`config.mk`:
```
export PLATFORM = sky130hd
export DESIGN_NAME = tagged_message_frame_parser_top_flat
export DESIGN_NICKNAME = d
export VERILOG_FILES = /design/src/sv/tmfp_pkg.sv /design/src/sv/tmfp_byte_if.sv /design/src/sv/tmfp_res_if.sv /design/src/sv/tagged_message_frame_parser_top.sv /design/src/flat_wrapper.sv
export SDC_FILE = /design/constraint.sdc
export NUM_CORES = 1
export LEC_CHECK = 0
export BUFFER_PORTS_ARGS = -buffer_cell sky130_fd_sc_hd__buf_2
export CAP_MARGIN = 10
export CORE_MARGIN = 5
export CORE_UTILIZATION = 55
export DETAILED_ROUTE_END_ITERATION = 7
export GPL_TIMING_DRIVEN = 0
export PLACE_DENSITY = 0.79
export RECOVER_POWER = 50
export SLEW_MARGIN = 25
export SYNTH_ARGS = -nofsm -noshare
export SYNTH_HDL_FRONTEND = slang
export SYNTH_SLANG_ARGS = --single-unit
```
`constraint.sdc`:
```
create_clock -name i_clk -period 4.6 [get_ports i_clk]
set_input_delay 0.23 -clock i_clk [delete_from_list [all_inputs] [get_ports i_clk]]
set_output_delay 0.23 -clock i_clk [all_outputs]
set_load 0.02 [all_outputs]
```
`src/sv/tmfp_pkg.sv`:
```
// Package for the tagged message frame parser: field widths, result and
// error codes, and register indexes. No dependencies.
package tmfp_pkg;

    localparam int APB_ADDR_W = 4;
    localparam int APB_DATA_W = 32;
    localparam int TAG_W      = 8;
    localparam int WORD_W     = 32;
    localparam int SIZE_W     = 28;
    localparam int OPC_W      = 4;
    localparam int KIND_W     = 2;
    localparam int ERR_W      = 2;
    localparam int IDX_W      = 2;

    // Bytes of the three tagged fields counted in the packet size.
    localparam logic [WORD_W:0] FIELD_BYTES = (WORD_W + 1)'(12);

    // Result kinds.
    localparam logic [KIND_W-1:0] KIND_DESC = 2'd0;
    localparam logic [KIND_W-1:0] KIND_BYTE = 2'd1;
    localparam logic [KIND_W-1:0] KIND_ERR  = 2'd2;

    // Error codes.
    localparam logic [ERR_W-1:0] ERR_UINT_TAG = 2'd0;
    localparam logic [ERR_W-1:0] ERR_STR_TAG  = 2'd1;
    localparam logic [ERR_W-1:0] ERR_SIZE     = 2'd2;

    // Register indexes (byte address / 4).
    localparam logic [1:0] REG_HDR_TAG  = 2'd0;
    localparam logic [1:0] REG_UINT_TAG = 2'd1;
    localparam logic [1:0] REG_STR_TAG  = 2'd2;

endpackage

```
`src/sv/tmfp_byte_if.sv`:
```
// Input byte stream channel: valid/ready handshake with one byte payload.
// Depends on tmfp_pkg.
interface tmfp_byte_if
    import tmfp_pkg::*;
();
    logic              valid;
    logic              ready;
    logic [TAG_W-1:0]  in_byte;

    modport source (output valid, output in_byte, input ready);
    modport sink   (input valid, input in_byte, output ready);
endinterface

```
`src/sv/tmfp_res_if.sv`:
```
// Result channel: valid/ready handshake carrying descriptor, message byte
// or error results. Depends on tmfp_pkg.
interface tmfp_res_if
    import tmfp_pkg::*;
();
    logic              valid;
    logic              ready;
    logic [KIND_W-1:0] kind;
    logic [WORD_W-1:0] src_id;
    logic [WORD_W-1:0] dest_id;
    logic [OPC_W-1:0]  opcode;
    logic [SIZE_W-1:0] packet_len;
    logic [SIZE_W-1:0] message_len;
    logic [TAG_W-1:0]  msg_byte;
    logic              last;
    logic [ERR_W-1:0]  error_code;

    modport source (output valid, output kind, output src_id, output dest_id,
                    output opcode, output packet_len, output message_len,
                    output msg_byte, output last, output error_code,
                    input ready);
    modport sink   (input valid, input kind, input src_id, input dest_id,
                    input opcode, input packet_len, input message_len,
                    input msg_byte, input last, input error_code,
                    output ready);
endinterface

```
`src/sv/tagged_message_frame_parser_top.sv`:
```
// Tagged message frame parser, top level.
// Depends on tmfp_pkg, tmfp_byte_if and tmfp_res_if.

// Takes one byte per transaction, one per clock cycle while results drain. Each
// accepted byte updates the parse state in the same cycle and, when it
// produces a result, loads the single output register; the next byte is
// taken while that result waits, as long as the register is empty or being
// drained, so i_byte.ready follows o_res.ready combinationally. A result
// appears in the cycle after the byte that causes it. Bytes are skipped until
// one matches the header tag; a big-endian header word follows (low 28 bits
// packet size, top 4 bits opcode), then source id, destination id and
// message size, each a uint tag and a big-endian word. The packet size must
// equal 12 plus the message size (compared at full width, no wrap). After
// the string tag a descriptor is emitted, then one result per message byte,
// the final one flagged last (the descriptor itself when the message is
// empty). A wrong tag or a size mismatch emits an error flagged last and
// returns to hunting; message bytes already emitted stay emitted. Tag
// registers sit at APB byte addresses 0, 4 and 8, reset to 0, and must only
// be written while the parser is idle.
module tagged_message_frame_parser_top
    import tmfp_pkg::*;
(
    input  logic                  i_clk,
    input  logic                  i_rst_n,
    tmfp_byte_if.sink             i_byte,
    tmfp_res_if.source            o_res,
    input  logic                  i_psel,
    input  logic                  i_penable,
    input  logic                  i_pwrite,
    input  logic [APB_ADDR_W-1:0] i_paddr,
    input  logic [APB_DATA_W-1:0] i_pwdata,
    output logic [APB_DATA_W-1:0] o_prdata,
    output logic                  o_pready
);

    typedef enum logic [3:0] {
        PH_HUNT, PH_HDR, PH_TAG_SRC, PH_SRC, PH_TAG_DST, PH_DST,
        PH_TAG_LEN, PH_LEN, PH_TAG_STR, PH_MSG
    } t_phase;

    // Config registers
    logic [TAG_W-1:0]  r_hdr_tag, r_uint_tag, r_str_tag;

    // Parse state
    t_phase            r_phase, n_phase;
    logic [IDX_W-1:0]  r_byte_idx, n_byte_idx;
    logic [23:0]       r_field_word, n_field_word;   // bytes gathered so far
    logic [SIZE_W-1:0] r_hdr_size, n_hdr_size;
    logic [OPC_W-1:0]  r_hdr_opc, n_hdr_opc;
    logic [WORD_W-1:0] r_src_word, n_src_word;
    logic [WORD_W-1:0] r_dst_word, n_dst_word;
    logic [SIZE_W-1:0] r_len_word, n_len_word;       // only low bits survive
    logic [SIZE_W-1:0] r_remaining, n_remaining;

    // Output register
    logic              r_out_valid;
    logic [KIND_W-1:0] r_kind, n_kind;
    logic [WORD_W-1:0] r_src_id, n_src_id;
    logic [WORD_W-1:0] r_dest_id, n_dest_id;
    logic [OPC_W-1:0]  r_opcode, n_opcode;
    logic [SIZE_W-1:0] r_packet_len, n_packet_len;
    logic [SIZE_W-1:0] r_message_len, n_message_len;
    logic [TAG_W-1:0]  r_msg_byte, n_msg_byte;
    logic              r_last, n_last;
    logic [ERR_W-1:0]  r_error_code, n_error_code;
    logic              n_res_valid;

    logic              in_ready;
    logic              acc;
    logic              cfg_wr;
    logic [WORD_W-1:0] word_in;
    logic              word_done;

    // ------------------------------------------------------------------
    // APB
    // ------------------------------------------------------------------
    assign o_pready = 1'b1;
    assign cfg_wr   = i_psel && i_penable && i_pwrite;

    always_comb begin
        o_prdata = '0;
        unique case (i_paddr[3:2])
            REG_HDR_TAG:  o_prdata[TAG_W-1:0] = r_hdr_tag;
            REG_UINT_TAG: o_prdata[TAG_W-1:0] = r_uint_tag;
            REG_STR_TAG:  o_prdata[TAG_W-1:0] = r_str_tag;
            default:      o_prdata = '0;
        endcase
    end

    // ------------------------------------------------------------------
    // Handshake: take a byte whenever the output register is free or drains
    // ------------------------------------------------------------------
    assign in_ready     = !r_out_valid || o_res.ready;
    assign i_byte.ready = in_ready;
    assign acc          = i_byte.valid && in_ready;

    // Word gather: big-endian, newest byte at the bottom
    assign word_in   = {r_field_word, i_byte.in_byte};
    assign word_done = (r_byte_idx == IDX_W'(3));

    // ------------------------------------------------------------------
    // Next-state and result logic
    // ------------------------------------------------------------------
    always_comb begin
        n_phase       = r_phase;
        n_byte_idx    = r_byte_idx;
        n_field_word  = r_field_word;
        n_hdr_size    = r_hdr_size;
        n_hdr_opc     = r_hdr_opc;
        n_src_word    = r_src_word;
        n_dst_word    = r_dst_word;
        n_len_word    = r_len_word;
        n_remaining   = r_remaining;

        n_res_valid   = 1'b0;
        n_kind        = KIND_DESC;
        n_src_id      = '0;
        n_dest_id     = '0;
        n_opcode      = '0;
        n_packet_len  = '0;
        n_message_len = '0;
        n_msg_byte    = '0;
        n_last        = 1'b0;
        n_error_code  = '0;

        if (acc) begin
            unique case (r_phase)
                PH_HUNT: begin
                    if (i_byte.in_byte == r_hdr_tag) begin
                        n_phase      = PH_HDR;
                        n_byte_idx   = '0;
                        n_field_word = '0;
                    end
                end
                PH_HDR, PH_SRC, PH_DST, PH_LEN: begin
                    n_field_word = word_in[23:0];
                    n_byte_idx   = word_done ? '0 : r_byte_idx + IDX_W'(1);
                    if (word_done) begin
                        priority case (r_phase)
                            PH_HDR: begin
                                n_hdr_size = word_in[SIZE_W-1:0];
                                n_hdr_opc  = word_in[WORD_W-1:SIZE_W];
                                n_phase    = PH_TAG_SRC;
                            end
                            PH_SRC: begin
                                n_src_word = word_in;
                                n_phase    = PH_TAG_DST;
                            end
                            PH_DST: begin
                                n_dst_word = word_in;
                                n_phase    = PH_TAG_LEN;
                            end
                            default: begin
                                // Size check at 33 bits: no wrap
                                n_len_word = word_in[SIZE_W-1:0];
                                if ((WORD_W + 1)'(r_hdr_size) !=
                                    FIELD_BYTES + (WORD_W + 1)'(word_in)) begin
                                    n_res_valid  = 1'b1;
                                    n_kind       = KIND_ERR;
                                    n_last       = 1'b1;
                                    n_error_code = ERR_SIZE;
                                    n_phase      = PH_HUNT;
                                end else begin
                                    n_phase = PH_TAG_STR;
                                end
                            end
                        endcase
                    end
                end
                PH_TAG_SRC, PH_TAG_DST, PH_TAG_LEN: begin
                    if (i_byte.in_byte != r_uint_tag) begin
                        n_res_valid  = 1'b1;
                        n_kind       = KIND_ERR;
                        n_last       = 1'b1;
                        n_error_code = ERR_UINT_TAG;
                        n_phase      = PH_HUNT;
                    end else begin
                        n_byte_idx   = '0;
                        n_field_word = '0;
                        n_phase      = t_phase'(r_phase + 4'd1);
                    end
                end
                PH_TAG_STR: begin
                    n_res_valid = 1'b1;
                    if (i_byte.in_byte != r_str_tag) begin
                        n_kind       = KIND_ERR;
                        n_last       = 1'b1;
                        n_error_code = ERR_STR_TAG;
                        n_phase      = PH_HUNT;
                    end else begin
                        n_kind        = KIND_DESC;
                        n_src_id      = r_src_word;
                        n_dest_id     = r_dst_word;
                        n_opcode      = r_hdr_opc;
                        n_packet_len  = r_hdr_size;
                        n_message_len = r_len_word;
                        n_remaining   = r_len_word;
                        if (r_len_word == '0) begin
                            n_last  = 1'b1;
                            n_phase = PH_HUNT;
                        end else begin
                            n_phase = PH_MSG;
                        end
                    end
                end
                PH_MSG: begin
                    n_res_valid = 1'b1;
                    n_kind      = KIND_BYTE;
                    n_msg_byte  = i_byte.in_byte;
                    n_remaining = r_remaining - SIZE_W'(1);
                    if (r_remaining == SIZE_W'(1)) begin
                        n_last  = 1'b1;
                        n_phase = PH_HUNT;
                    end
                end
                default: n_phase = PH_HUNT;
            endcase
        end
    end

    // ------------------------------------------------------------------
    // Registers: parse state and result register
    // ------------------------------------------------------------------
    always_ff @(posedge i_clk) begin
        if (!i_rst_n) begin
            r_hdr_tag     <= '0;
            r_uint_tag    <= '0;
            r_str_tag     <= '0;
            r_phase       <= PH_HUNT;
            r_byte_idx    <= '0;
            r_field_word  <= '0;
            r_hdr_size    <= '0;
            r_hdr_opc     <= '0;
            r_src_word    <= '0;
            r_dst_word    <= '0;
            r_len_word    <= '0;
            r_remaining   <= '0;
            r_out_valid   <= 1'b0;
            r_kind        <= KIND_DESC;
            r_src_id      <= '0;
            r_dest_id     <= '0;
            r_opcode      <= '0;
            r_packet_len  <= '0;
            r_message_len <= '0;
            r_msg_byte    <= '0;
            r_last        <= 1'b0;
            r_error_code  <= '0;
        end else begin
            if (cfg_wr) begin
                unique case (i_paddr[3:2])
                    REG_HDR_TAG:  r_hdr_tag  <= i_pwdata[TAG_W-1:0];
                    REG_UINT_TAG: r_uint_tag <= i_pwdata[TAG_W-1:0];
                    REG_STR_TAG:  r_str_tag  <= i_pwdata[TAG_W-1:0];
                    default: ;
                endcase
            end
            r_phase      <= n_phase;
            r_byte_idx   <= n_byte_idx;
            r_field_word <= n_field_word;
            r_hdr_size   <= n_hdr_size;
            r_hdr_opc    <= n_hdr_opc;
            r_src_word   <= n_src_word;
            r_dst_word   <= n_dst_word;
            r_len_word   <= n_len_word;
            r_remaining  <= n_remaining;
            if (in_ready) begin
                r_out_valid <= acc && n_res_valid;
            end
            if (acc && n_res_valid) begin
                r_kind        <= n_kind;
                r_src_id      <= n_src_id;
                r_dest_id     <= n_dest_id;
                r_opcode      <= n_opcode;
                r_packet_len  <= n_packet_len;
                r_message_len <= n_message_len;
                r_msg_byte    <= n_msg_byte;
                r_last        <= n_last;
                r_error_code  <= n_error_code;
            end
        end
    end

    assign o_res.valid       = r_out_valid;
    assign o_res.kind        = r_kind;
    assign o_res.src_id      = r_src_id;
    assign o_res.dest_id     = r_dest_id;
    assign o_res.opcode      = r_opcode;
    assign o_res.packet_len  = r_packet_len;
    assign o_res.message_len = r_message_len;
    assign o_res.msg_byte    = r_msg_byte;
    assign o_res.last        = r_last;
    assign o_res.error_code  = r_error_code;

    // ------------------------------------------------------------------
    // Assertions
    // ------------------------------------------------------------------
    // An error always closes the frame
    a_err_last: assert property (@(posedge i_clk) disable iff (!i_rst_n)
        (r_out_valid && r_kind == KIND_ERR) |-> r_last)
        else $error("error result without last");

    // A result flagged last sends the parser back to hunting
    a_last_hunt: assert property (@(posedge i_clk) disable iff (!i_rst_n)
        (acc && n_res_valid && n_last) |=> (r_phase == PH_HUNT))
        else $error("parser not hunting after last result");

    // Message phase never runs with an exhausted byte count
    a_msg_rem: assert property (@(posedge i_clk) disable iff (!i_rst_n)
        (r_phase == PH_MSG) |-> (r_remaining != '0))
        else $error("message phase with zero remaining");

    // Byte index only moves inside a word
    a_idx_word: assert property (@(posedge i_clk) disable iff (!i_rst_n)
        (r_byte_idx != '0) |-> (r_phase == PH_HDR || r_phase == PH_SRC ||
                                r_phase == PH_DST || r_phase == PH_LEN))
        else $error("byte index set outside a word");

    // Bytes are never dropped while the output register is full and stalled
    a_no_drop: assert property (@(posedge i_clk) disable iff (!i_rst_n)
        (r_out_valid && !o_res.ready) |-> !i_byte.ready)
        else $error("byte taken while result stalled");

endmodule

```
`src/flat_wrapper.sv`:
```
// flat-port wrapper written by rule: the top's interface ports become plain ports
module tagged_message_frame_parser_top_flat import tmfp_pkg::*;
  (i_clk, i_rst_n, i_psel, i_penable, i_pwrite, i_paddr, i_pwdata, o_prdata, o_pready, i_byte_valid, i_byte_in_byte, i_byte_ready, o_res_valid, o_res_kind, o_res_src_id, o_res_dest_id, o_res_opcode, o_res_packet_len, o_res_message_len, o_res_msg_byte, o_res_last, o_res_error_code, o_res_ready);
  tmfp_byte_if i_byte_i ();
  tmfp_res_if o_res_i ();
  input  logic i_clk;
  input  logic i_rst_n;
  input  logic i_psel;
  input  logic i_penable;
  input  logic i_pwrite;
  input  logic [APB_ADDR_W-1:0] i_paddr;
  input  logic [APB_DATA_W-1:0] i_pwdata;
  output logic [APB_DATA_W-1:0] o_prdata;
  output logic o_pready;
  input wire logic [$bits(i_byte_i.valid)-1:0] i_byte_valid;
  input wire logic [$bits(i_byte_i.in_byte)-1:0] i_byte_in_byte;
  output wire logic [$bits(i_byte_i.ready)-1:0] i_byte_ready;
  output wire logic [$bits(o_res_i.valid)-1:0] o_res_valid;
  output wire logic [$bits(o_res_i.kind)-1:0] o_res_kind;
  output wire logic [$bits(o_res_i.src_id)-1:0] o_res_src_id;
  output wire logic [$bits(o_res_i.dest_id)-1:0] o_res_dest_id;
  output wire logic [$bits(o_res_i.opcode)-1:0] o_res_opcode;
  output wire logic [$bits(o_res_i.packet_len)-1:0] o_res_packet_len;
  output wire logic [$bits(o_res_i.message_len)-1:0] o_res_message_len;
  output wire logic [$bits(o_res_i.msg_byte)-1:0] o_res_msg_byte;
  output wire logic [$bits(o_res_i.last)-1:0] o_res_last;
  output wire logic [$bits(o_res_i.error_code)-1:0] o_res_error_code;
  input wire logic [$bits(o_res_i.ready)-1:0] o_res_ready;
  assign i_byte_i.valid = i_byte_valid;
  assign i_byte_i.in_byte = i_byte_in_byte;
  assign i_byte_ready = i_byte_i.ready;
  assign o_res_valid = o_res_i.valid;
  assign o_res_kind = o_res_i.kind;
  assign o_res_src_id = o_res_i.src_id;
  assign o_res_dest_id = o_res_i.dest_id;
  assign o_res_opcode = o_res_i.opcode;
  assign o_res_packet_len = o_res_i.packet_len;
  assign o_res_message_len = o_res_i.message_len;
  assign o_res_msg_byte = o_res_i.msg_byte;
  assign o_res_last = o_res_i.last;
  assign o_res_error_code = o_res_i.error_code;
  assign o_res_i.ready = o_res_ready;
  tagged_message_frame_parser_top u_core (.i_clk(i_clk), .i_rst_n(i_rst_n), .i_byte(i_byte_i), .o_res(o_res_i), .i_psel(i_psel), .i_penable(i_penable), .i_pwrite(i_pwrite), .i_paddr(i_paddr), .i_pwdata(i_pwdata), .o_prdata(o_prdata), .o_pready(o_pready));
endmodule
```
==> metrics.txt, run 1 <==
antenna violations before repair=0; Setup Viol. Count Final=0; Worst Slack Setup Final=between 300 and 400 ps; Netlist cell types=67; CTS max path bufs=3; RR Startpoint=u_core.r_field_word[1]$_SDFFE_PN0P_; CTS resizes=0; total chip power=between 6 and 7 mW; HP Class=in2reg; Clock Skew=16.2 ps; DRT Pass-1 Iters=6; # Max-Cap Violations=0; core box area=0.0286 mm²; clock sink total=344; Post-synth ARST share=0; pin count of the biggest net entering global routing=14; full die area=roughly 0.032 mm²; area growth from synthesis to layout=15.7%; Tightest Pin Transition=1100 ps; Port Buffer Count=~170; Via density=5.72; total gr overflow=0; detailed-route DRC error count=0; synthesized area per cell=8.07 µm²; Top Ports=223; WHS Path Cells=3; max_slew headroom=0.264; Die Width=about 180 µm; Startpoint Class=flip-flop; overall routed net length=slightly below 50000 µm; layout cell share with drive strength beyond 1=0.0604; Rows=62; dpl hpwl=between 30000 and 40000 µm; Clock transition at path regs=approximately 60 ps; number of synthesized register bits=344; Critical Path RT=~5100 ps; ys flop type=dfxtp_1; Starting Density=0.556; Post-CTS Setup Inserts=0; total number of vias=14989; crit path DAT=4690 ps; Post-synth EDFFs=0; Yosys warnings=0; Worst-Skew Late Latency=approximately 530 ps; CTS Root Cell=clkbuf_16; status=complete, no violations; Inserted Clock Buffers=36; register area share after synthesis=0.433; non-filler cells, final=2619; RSZ-0062 raised after global routing=no; CTS tree=built; P_leak=between 7 and 8 nW; fin crit share=0.920; Die Ht=around 180 µm; worst-case vdd ir drop=between 200 and 250 µV; Power Dens Cells=around 330 mW/mm²; final hold violation count=0; nature of the critical path endpoint=flip-flop; crit path time final=4230 ps; htree depth=2; Setup Crit Path Kind=reg2reg; Cells after Synth=around 2000; DP Worst Slack=-475 ps; ANT cells=0; Reg2Reg Depth=12; first-pass GRT wire length=roughly 76000 µm; Fin Setup TNS=0 ps; Min-Delay Startpoint=o_res_ready; 1st-iter DRT viols=approximately 1600; DR WL/cell=18.6 µm; max frequency=~0.24 GHz; CP startpoint=u_core.r_field_word[1]$_SDFFE_PN0P_; gr usage total=0.283; Placed Cells incl. Taps=between 2000 and 3000; crit-path max FO=10; Pins Over Slew Limit=0; nets=2269; routability cong.=slightly below 1; vias in the first global route=around 14000; Routed Antenna Nets=0; synthesized area=0.0159 mm²
-- through the flow --
step	instance area, µm²	hold WS, ps	util
final	18400	88.5	0.643
after detailed placement	17300	447	0.606
after CTS	18600	72.2	0.649
after global routing	18400	79.1	0.643
after floorplan	16000	374	-
after global placement	17300	442	0.605
-- final timing paths --
check,endpoint,slack (ps)
max,u_core.o_res.message_len[26]$_SDFFE_PN0P_,370
min,u_core.o_res.valid$_SDFFE_PN0N_,90
max reg2reg,u_core.o_res.message_len[26]$_SDFFE_PN0P_,370
min reg2reg,u_core.r_src_word[2]$_SDFFE_PN0P_,460
-- Yosys cell counts, types with 21 or more instances --
| library cell | count | area (µm²) |
|---|---|---|
| nand2_1 | 466 | 1750 |
| dfxtp_1 | 344 | 6890 |
| mux2i_1 | 170 | 1700 |
| a21oi_1 | 169 | 846 |
| nand3_1 | 144 | 721 |
| clkbuf_1 | 139 | 522 |
| nor2_1 | 135 | 507 |
| o21ai_0 | 57 | 285 |
| xnor2_1 | 38 | 333 |
| buf_4 | 31 | 233 |
| nor3_1 | 25 | 125 |
| nor4_1 | 21 | 131 |
-- critical path: stages (launching register included) --
cell and delay (ps):
dfxtp_1 340, clkbuf_1 690, nand2_1 90, or4_1 500, or4b_1 580, mux2i_1 190
a31o_1 160, nand4_1 120, a2111o_1 490, a211oi_4 350, buf_6 250, buf_8 180
mux2i_1 210
-- final cells by class --
class / count / area (µm²)
inverter: 17 / 63.8
clock buffer: 54 / 1040
tap: 384 / 480
buffer: 193 / 1070
clock inverter: 9 / 128
sequential: 344 / 6890
multi-input combinational: 1440 / 7980
fill: 2545 / 10200
timing repair buffer: 178 / 749
-- registers in the layout, summed over array words and instances (netlist names), 8 cells and up --
name / cells
u_core.r_len_word: 28
u_core.r_src_word: 32
u_core.o_res.msg_byte: 8
u_core.r_remaining: 28
u_core.r_field_word: 24
u_core.r_hdr_tag: 8
u_core.r_dst_word: 32
u_core.o_res.dest_id: 32
u_core.r_str_tag: 8
u_core.o_res.src_id: 32
u_core.o_res.packet_len: 28
u_core.r_hdr_size: 28
u_core.r_uint_tag: 8
u_core.o_res.message_len: 28
-- timing repair --
| action | in CTS | in global routing |
|---|---|---|
| endpoints found under the hold margin | 16 | 0 |
| hold buffers | 8 | 0 |
| endpoints found under the setup margin | 0 | 130 |
-- cells in the final DEF, fill, tap and decap left out, drive strengths merged, types with 3 or more instances in the layout --
| cell type | synthesis | layout |
|---|---|---|
| nand2 | 467 | 467 |
| inv | 17 | 19 |
| conb | 2 | 25 |
| dlygate4sd3 | 0 | 8 |
| or2 | 3 | 3 |
| o31ai | 9 | 9 |
| o21ai | 57 | 57 |
| clkinv | 0 | 4 |
| nor2b | 10 | 10 |
| or4 | 8 | 8 |
| buf | 55 | 73 |
| a211oi | 8 | 8 |
| and2 | 13 | 13 |
| dfxtp | 344 | 344 |
| mux2i | 170 | 170 |
| nand3 | 145 | 145 |
| and3 | 5 | 5 |
| nor2 | 135 | 135 |
| a31o | 3 | 3 |
| nand2b | 6 | 6 |
| a22oi | 11 | 11 |
| or3 | 8 | 8 |
| nor3 | 25 | 25 |
| xnor2 | 38 | 38 |
| nor4 | 21 | 21 |
| nand4b | 3 | 3 |
| clkbuf | 139 | 344 |
| nand4 | 16 | 16 |
| ha | 8 | 8 |
| a21boi | 11 | 11 |
| a21oi | 169 | 169 |
| o22ai | 7 | 7 |
| a31oi | 9 | 9 |
| xor2 | 20 | 20 |
-- where the power goes --
part / switching, mW / leakage [nW] / total [mW] / internal [mW]
Combinational: 0.162 / 3.76 / 0.224 / 0.0624
Sequential: 0.00278 / 2.77 / 2.98 / 2.98
Clock: 1.20 / 0.568 / 2.89 / 1.69
-- layer usage --
| layer | part of all wire | vias to the layer above | global-route usage | wire length (µm) |
|---|---|---|---|---|
| met5 | 0 | - | 0 | 0 |
| met2 | 0.45 | 782 | 0.452 | 21900 |
| li1 | - | 7103 | - | - |
| met1 | 0.41 | 6980 | 0.373 | 19700 |
| met3 | 0.11 | 124 | 0.0672 | 5150 |
| met4 | 0.040 | 0 | 0.115 | 1930 |
-- cells by family after synthesis --
group                      after synthesis  synth area share
buffers and inverters                  211            0.0712
DFF                                    344             0.433
other                                    2          0.000472
muxes                                  170             0.107
xor gates and xnor gates                58            0.0319
and+or+nand+nor                        876             0.241
adders and majority gates                8           0.00629
AOI/OAI and AO/OA                      303             0.109
(Power assumes the default switching activity.)
==> run 2, diff against run 1 <==
--- a/config.mk
+++ b/config.mk
@@ -8,10 +8,10 @@
 export BUFFER_PORTS_ARGS = -buffer_cell sky130_fd_sc_hd__buf_2
 export CAP_MARGIN = 10
 export CORE_MARGIN = 5
-export CORE_UTILIZATION = 55
+export CORE_UTILIZATION = 52
 export DETAILED_ROUTE_END_ITERATION = 7
 export GPL_TIMING_DRIVEN = 0
-export PLACE_DENSITY = 0.79
+export PLACE_DENSITY = 0.78
 export RECOVER_POWER = 50
 export SLEW_MARGIN = 25
 export SYNTH_ARGS = -nofsm -noshare
==> constraint.sdc (replaced) <==
create_clock -name i_clk -period 3.5 [get_ports i_clk]
set_input_delay 0.175 -clock i_clk [delete_from_list [all_inputs] [get_ports i_clk]]
set_output_delay 0.175 -clock i_clk [all_outputs]
set_load 0.02 [all_outputs]
==> metrics.txt, run 2 (same netlist as run 1, synthesis figures left out) <==
P_leak=7.59 nW; Via density=around 5.8; Clock transition at path regs=60 ps; crit-path max cell delay=roughly 480 ps; Inserted Clock Buffers=38; worst-path cell chain=buf_8, buf_4, xnor2_4, nand2_1, or3_4, a211oi_4, nand4_1, or4_1, a2111o_1, a211oi_4, buf_6, buf_6, buf_12, buf_12, mux2i_2; pin count of the biggest net entering global routing=15; # Max-Cap Violations=0; Critical Path RT=3950 ps; Pins Over Slew Limit=0; gr usage total=0.285; status=finished, violations left; dpl hpwl=around 35000 µm; Worst Slack Setup Final=-122 ps; Reg2Reg Depth=15; CP startpoint=u_core.r_field_word[0]$_SDFFE_PN0P_; Power Dens Cells=roughly 430 mW/mm²; CP max stage cell=or4_1; core box area=0.0304 mm²; overall routed net length=51500 µm; Port Buffer Count=approximately 170; crit-path max FO=5; max_slew headroom=0.266; Placed Cells incl. Taps=between 2000 and 3000; Top Ports=roughly 220; crit path time final=3620 ps; antenna violations before repair=1; DRT Pass-1 Iters=8; total stage count of the critical path=15; CTS max path bufs=3; RR Startpoint=u_core.r_field_word[0]$_SDFFE_PN0P_; Fill cells=2565; clock sink total=344; Routed Antenna Nets=0; RSZ-0062 raised after global routing=yes; Tightest Pin Transition=approximately 1100 ps; detailed-route DRC error count=0; crit path DAT=4070 ps; Storage cell area=about 0.007 mm²; fin crit share=1.03; Setup Viol. Count Final=88; Worst Path Buf+Inv=6; CTS tree=built; worst-case vdd ir drop=roughly 320 µV; reg-to-reg setup timing slack=-120 ps; most frequent cells in the layout=nand2_1, dfxtp_1, clkbuf_1, a21oi_1, mux2i_1; layout cell share with drive strength beyond 1=0.0997; nature of the critical path endpoint=flip-flop; delay-heaviest family, CP=simple AND/OR/NAND/NOR gates; ANT cells=0; first-pass GRT wire length=about 78000 µm; DP Worst Slack=-696 ps; failing checks=setup timing; Die Ht=~180 µm; Worst-Skew Late Latency=approximately 540 ps; Starting Density=0.523; max frequency=0.276 GHz; area growth from synthesis to layout=21.6%; Clock Skew=24.7 ps; DR WL/cell=about 19 µm; CP endpoint=u_core.o_res.packet_len[20]$_SDFFE_PN0P_; R2R Path End=u_core.o_res.packet_len[20]$_SDFFE_PN0P_; multi-input logic area=approximately 0.0081 mm²; commonest non-fill, non-tap cell in the layout=nand2_1; nets=approximately 2300; Startpoint Class=flip-flop; Setup Crit Path Kind=reg2reg; final hold violation count=0; vias in the first global route=14492; post-layout util=0.635; htree depth=2; 1st-iter DRT viols=around 1600; total gr overflow=0; routability cong.=0.969; total number of vias=~15000; CTS Root Cell=clkbuf_16; Rows=64; HP Class=in2reg; Die Width=185 µm; full die area=approximately 0.034 mm²; non-filler cells, final=approximately 2700
==> run 2: cell types whose count changed in the layout (fill, tap and decap cells not counted), moves of 5 or more <==
cell / delta
buf_12: +9
buf_4: +19
buf_6: +10
clkbuf_1: -21
clkbuf_16: +8
clkbuf_8: +5
dfxtp_1: -12
dfxtp_2: +12
==> run 2: area by class of cell <==
type,count,share of cell area
well taps,396,0.0256
flip-flops and latches,344,0.357
plain buffers,185,0.0578
inverters,17,0.00330
multi-input cells,1440,0.421
clock buffers,53,0.0578
clock inverters,14,0.00932
repair buffers,223,0.0681
==> run 2: how the worst min path moves through the flow <==
| stage | from | endpoint | slack (ps) | cells after the start |
|---|---|---|---|---|
| floorplan | i_pwdata[0] | u_core.r_uint_tag[0]$_SDFFE_PN0P_ | 320 | 2 |
| global placement | u_core.o_res.dest_id[6]$_SDFFE_PN0P_ | u_core.o_res.dest_id[6]$_SDFFE_PN0P_ | 440 | 2 |
| detailed placement | u_core.r_dst_word[13]$_SDFFE_PN0P_ | u_core.r_dst_word[13]$_SDFFE_PN0P_ | 450 | 2 |
| CTS | i_paddr[3] | u_core.r_hdr_tag[3]$_SDFFE_PN0P_ | 30 | 4 |
| global route | i_paddr[3] | u_core.r_hdr_tag[3]$_SDFFE_PN0P_ | 50 | 4 |
| finish | i_paddr[3] | u_core.r_hdr_tag[3]$_SDFFE_PN0P_ | 30 | 4 |
==> run 2: stage by stage <==
stage          setup TNS (ps)  cell area, µm²  power, mW  hold slack, ps
2_1_floorplan               0           16000       4.20             319
3_3_place_gp           -88130           17400       4.29             441
3_5_place_dp           -85900           17400       4.29             449
4_1_cts                 -6250           19400       8.36            27.9
5_1_grt                -16560           19300       8.59            48.1
6_report                -5130           19300       8.36            32.3
==> run 2: repair_timing <==
action                                  4_1_cts  5_1_grt
hold endpoints to repair                     25        0
endpoints found under the setup margin      137      139
buffers inserted                             31        7
gates cloned                                  7        5
resized for setup                            62       13
pin swaps                                    16        7
hold buffers                                  9        0
==> run 2: worst register-to-register path, cell delays in order, from the launching register on <==
cell and delay, ps:
dfxtp_2 320, buf_8 120, buf_4 150, xnor2_4 200
nand2_1 90, or3_4 400, a211oi_4 270, nand4_1 110
or4_1 480, a2111o_1 380, a211oi_4 230, buf_6 150
buf_6 120, buf_12 160, buf_12 150, mux2i_2 210
==> run 2: report_power, final <==
group / leakage (nW) / total (mW) / switching, mW / internal [mW]
sequential: 2.78 / 3.92 / 0.00373 / 3.92
combinational: 4.18 / 0.306 / 0.218 / 0.0875
clock: 0.636 / 4.13 / 1.66 / 2.47
total: 7.59 / 8.36 / 1.89 / 6.47
==> run 2: layer usage <==
metal | track usage | wire length (µm) | up-vias | part of all wire
met4 | 0.113 | 2390 | 2 | 0.046
met3 | 0.0528 | 5210 | 185 | 0.10
met2 | 0.458 | 23100 | 828 | 0.45
met5 | 0 | 13 | - | 0.00025
met1 | 0.382 | 20700 | 7167 | 0.40
li1 | - | - | 7211 | -
==> run 3, diff against run 2 <==
==> constraint.sdc (replaced) <==
create_clock -name i_clk -period 3.5 [get_ports i_clk]
set_input_delay 0.35 -clock i_clk [delete_from_list [all_inputs] [get_ports i_clk]]
set_output_delay 0.35 -clock i_clk [all_outputs]
set_load 0.02 [all_outputs]
==> metrics.txt, run 3 (same netlist as run 1, synthesis figures left out) <==
worst-path cell chain=clkbuf_2, nand2_1, nor2_1, o22ai_1, a221oi_1, nand4_1, or4_1, a2111o_1, a211oi_4, buf_12, buf_16, buf_12, buf_16, mux2i_2; nature of the critical path endpoint=flip-flop; final hold violation count=0; cell area after layout=0.0191 mm²; RSZ-0062 raised after global routing=yes; HP Class=in2reg; Critical Path RT=approximately 4000 ps; dpl hpwl=34800 µm; Clock transition at path regs=roughly 60 ps; CP max stage cell=or4_1; full die area=roughly 0.034 mm²; CP startpoint=u_core.r_field_word[6]$_SDFFE_PN0P_; Rows=between 60 and 70; Die Width=~180 µm; antenna violations before repair=0; RR Startpoint=u_core.r_field_word[6]$_SDFFE_PN0P_; CTS tree=built; Setup Crit Path Kind=reg2reg; failing checks=setup timing; vias in the first global route=14394; Inserted Clock Buffers=37; most frequent cells in the layout=nand2_1, dfxtp_1, clkbuf_1, a21oi_1, mux2i_1; total number of vias=15000; htree depth=2; Placed Cells incl. Taps=about 2600; crit path DAT=4090 ps; worst-case vdd ir drop=between 300 and 400 µV; detailed-route DRC error count=0; reg-to-reg setup timing slack=-130 ps; Routed Antenna Nets=0; Psw=1.85 mW; Starting Density=0.523; nets=roughly 2300; layout cell share with drive strength beyond 1=0.0990; CTS Root Cell=clkbuf_16; gr usage total=0.280; Cell Int Power=6.39 mW; Worst Slack Setup Final=-132 ps; Top Ports=about 220; crit-path max FO=10; Startpoint Class=flip-flop; # Max-Cap Violations=0; Die Ht=approximately 180 µm; Clock Skew=19.5 ps; overall routed net length=50200 µm; crit path time final=3630 ps; fin crit share=1.04; R2R Path End=u_core.o_res.dest_id[0]$_SDFFE_PN0P_; Net Sw Frac=0.224; hold_ws=103 ps; total stage count of the critical path=14; DR WL/cell=about 19 µm; clock share of power=0.488; first-pass GRT wire length=about 77000 µm; total chip power=around 8.2 mW; area growth from synthesis to layout=19.9%; Setup Viol. Count Final=roughly 130; WHS Path Cells=3; DRT Pass-1 Iters=6; clock sink total=344; crit-path max cell delay=550 ps; Worst Path Buf+Inv=5; cts hold-fix bufs=0; Reg2Reg Depth=14; Fill cells=2622; CTS max path bufs=3; Tightest Pin Transition=between 1000 and 1500 ps; total gr overflow=0; Worst-Skew Late Latency=roughly 530 ps; non-filler cells, final=approximately 2600; Cell Area, Placed=roughly 0.017 mm²; delay-heaviest family, CP=compound AO/OA/AOI/OAI gates; max frequency=between 0.2 and 0.3 GHz; Pins Over Slew Limit=0; Power Dens Cells=around 430 mW/mm²; CP endpoint=u_core.o_res.dest_id[0]$_SDFFE_PN0P_; max_slew headroom=0.252; P_leak=7.43 nW; Port Buffer Count=approximately 170; commonest non-fill, non-tap cell in the layout=nand2_1; DP Worst Slack=-618 ps; core box area=between 0.03 and 0.04 mm²; Logic pwr share=0.037; 1st-iter DRT viols=roughly 1500; routability cong.=between 0.9 and 1; Via density=approximately 5.7; Sequential Power Share=0.476; status=finished, violations left; pin count of the biggest net entering global routing=16
run 3: changes by cell type in the layout (fill, tap and decap cells not counted), sizes merged:
cell | before | now
buf | 113 | 104
dlygate4sd3 | 9 | 0
clkinv | 8 | 10
inv | 18 | 20
clkdlybuf4s15 | 1 | 3
bufinv | 3 | 4
diode | 0 | 1
clkbuf | 338 | 326
clkinvlp | 2 | 1
run 3: routing by layer:
metal | track usage | up-vias | share of wire
li1 | - | 7150 | -
met5 | 0.0171 | - | 0.0016
met3 | 0.0685 | 130 | 0.11
met1 | 0.366 | 6999 | 0.41
met2 | 0.457 | 719 | 0.45
met4 | 0.0931 | 2 | 0.032
run 3: how the worst min path moves through the flow:
stage | end | start
after global placement | u_core.o_res.src_id[9]$_SDFFE_PN0P_ | u_core.o_res.src_id[9]$_SDFFE_PN0P_
after CTS | u_core.r_uint_tag[0]$_SDFFE_PN0P_ | i_pwdata[0]
final | u_core.r_str_tag[3]$_SDFFE_PN0P_ | i_pwdata[3]
after global routing | u_core.r_hdr_tag[6]$_SDFFE_PN0P_ | i_pwdata[6]
after floorplan | u_core.r_remaining[7]$_SDFFE_PN0P_ | u_core.r_remaining[7]$_SDFFE_PN0P_
after detailed placement | u_core.r_src_word[6]$_SDFFE_PN0P_ | u_core.r_src_word[6]$_SDFFE_PN0P_
run 3: layout make-up:
class                   count  area, µm²  area share
clock buffers              45       1030      0.0538
well taps                 396        495      0.0260
diodes                      1       2.50    0.000131
clock inverters            18        223      0.0117
repair buffers            210       1150      0.0602
multi-input cells        1440       8160       0.428
flip-flops and latches    344       6910       0.363
inverters                  17       63.8     0.00335
plain buffers             178       1040      0.0543
run 3: worst reg2reg max path: cells and delay by family, from the launching register on:
family | cells | cell delay (ps)
DFF | 1 | 330
buffers and inverters | 5 | 920
AOI/OAI and AO/OA | 4 | 1200
and+or+nand+nor | 4 | 930
muxes | 1 | 200
run 3: through the flow:
step,setup TNS [ps],utilization
final,-7110,0.627
after CTS,-969,0.631
after detailed placement,-77980,0.572
after floorplan,0,-
after global routing,-21280,0.626
after global placement,-108070,0.571
run 3: what timing repair did:
item | in CTS | in global routing
buffers inserted | 24 | 11
hold endpoints to repair | 0 | 0
endpoints found under the setup margin | 137 | 133
pin swaps | 13 | 8
gates cloned | 5 | 1
gates resized for setup | 57 | 28
run 3: power groups by stage:
stage / clock network (mW) / registers (mW) / logic [mW]
after CTS: 4.04 / 3.92 / 0.292
final: 4.02 / 3.92 / 0.301
after floorplan: 0 / 4.01 / 0.192
after global placement: 0 / 4.01 / 0.280
after detailed placement: 0 / 4.01 / 0.286
after global routing: 4.22 / 3.92 / 0.321
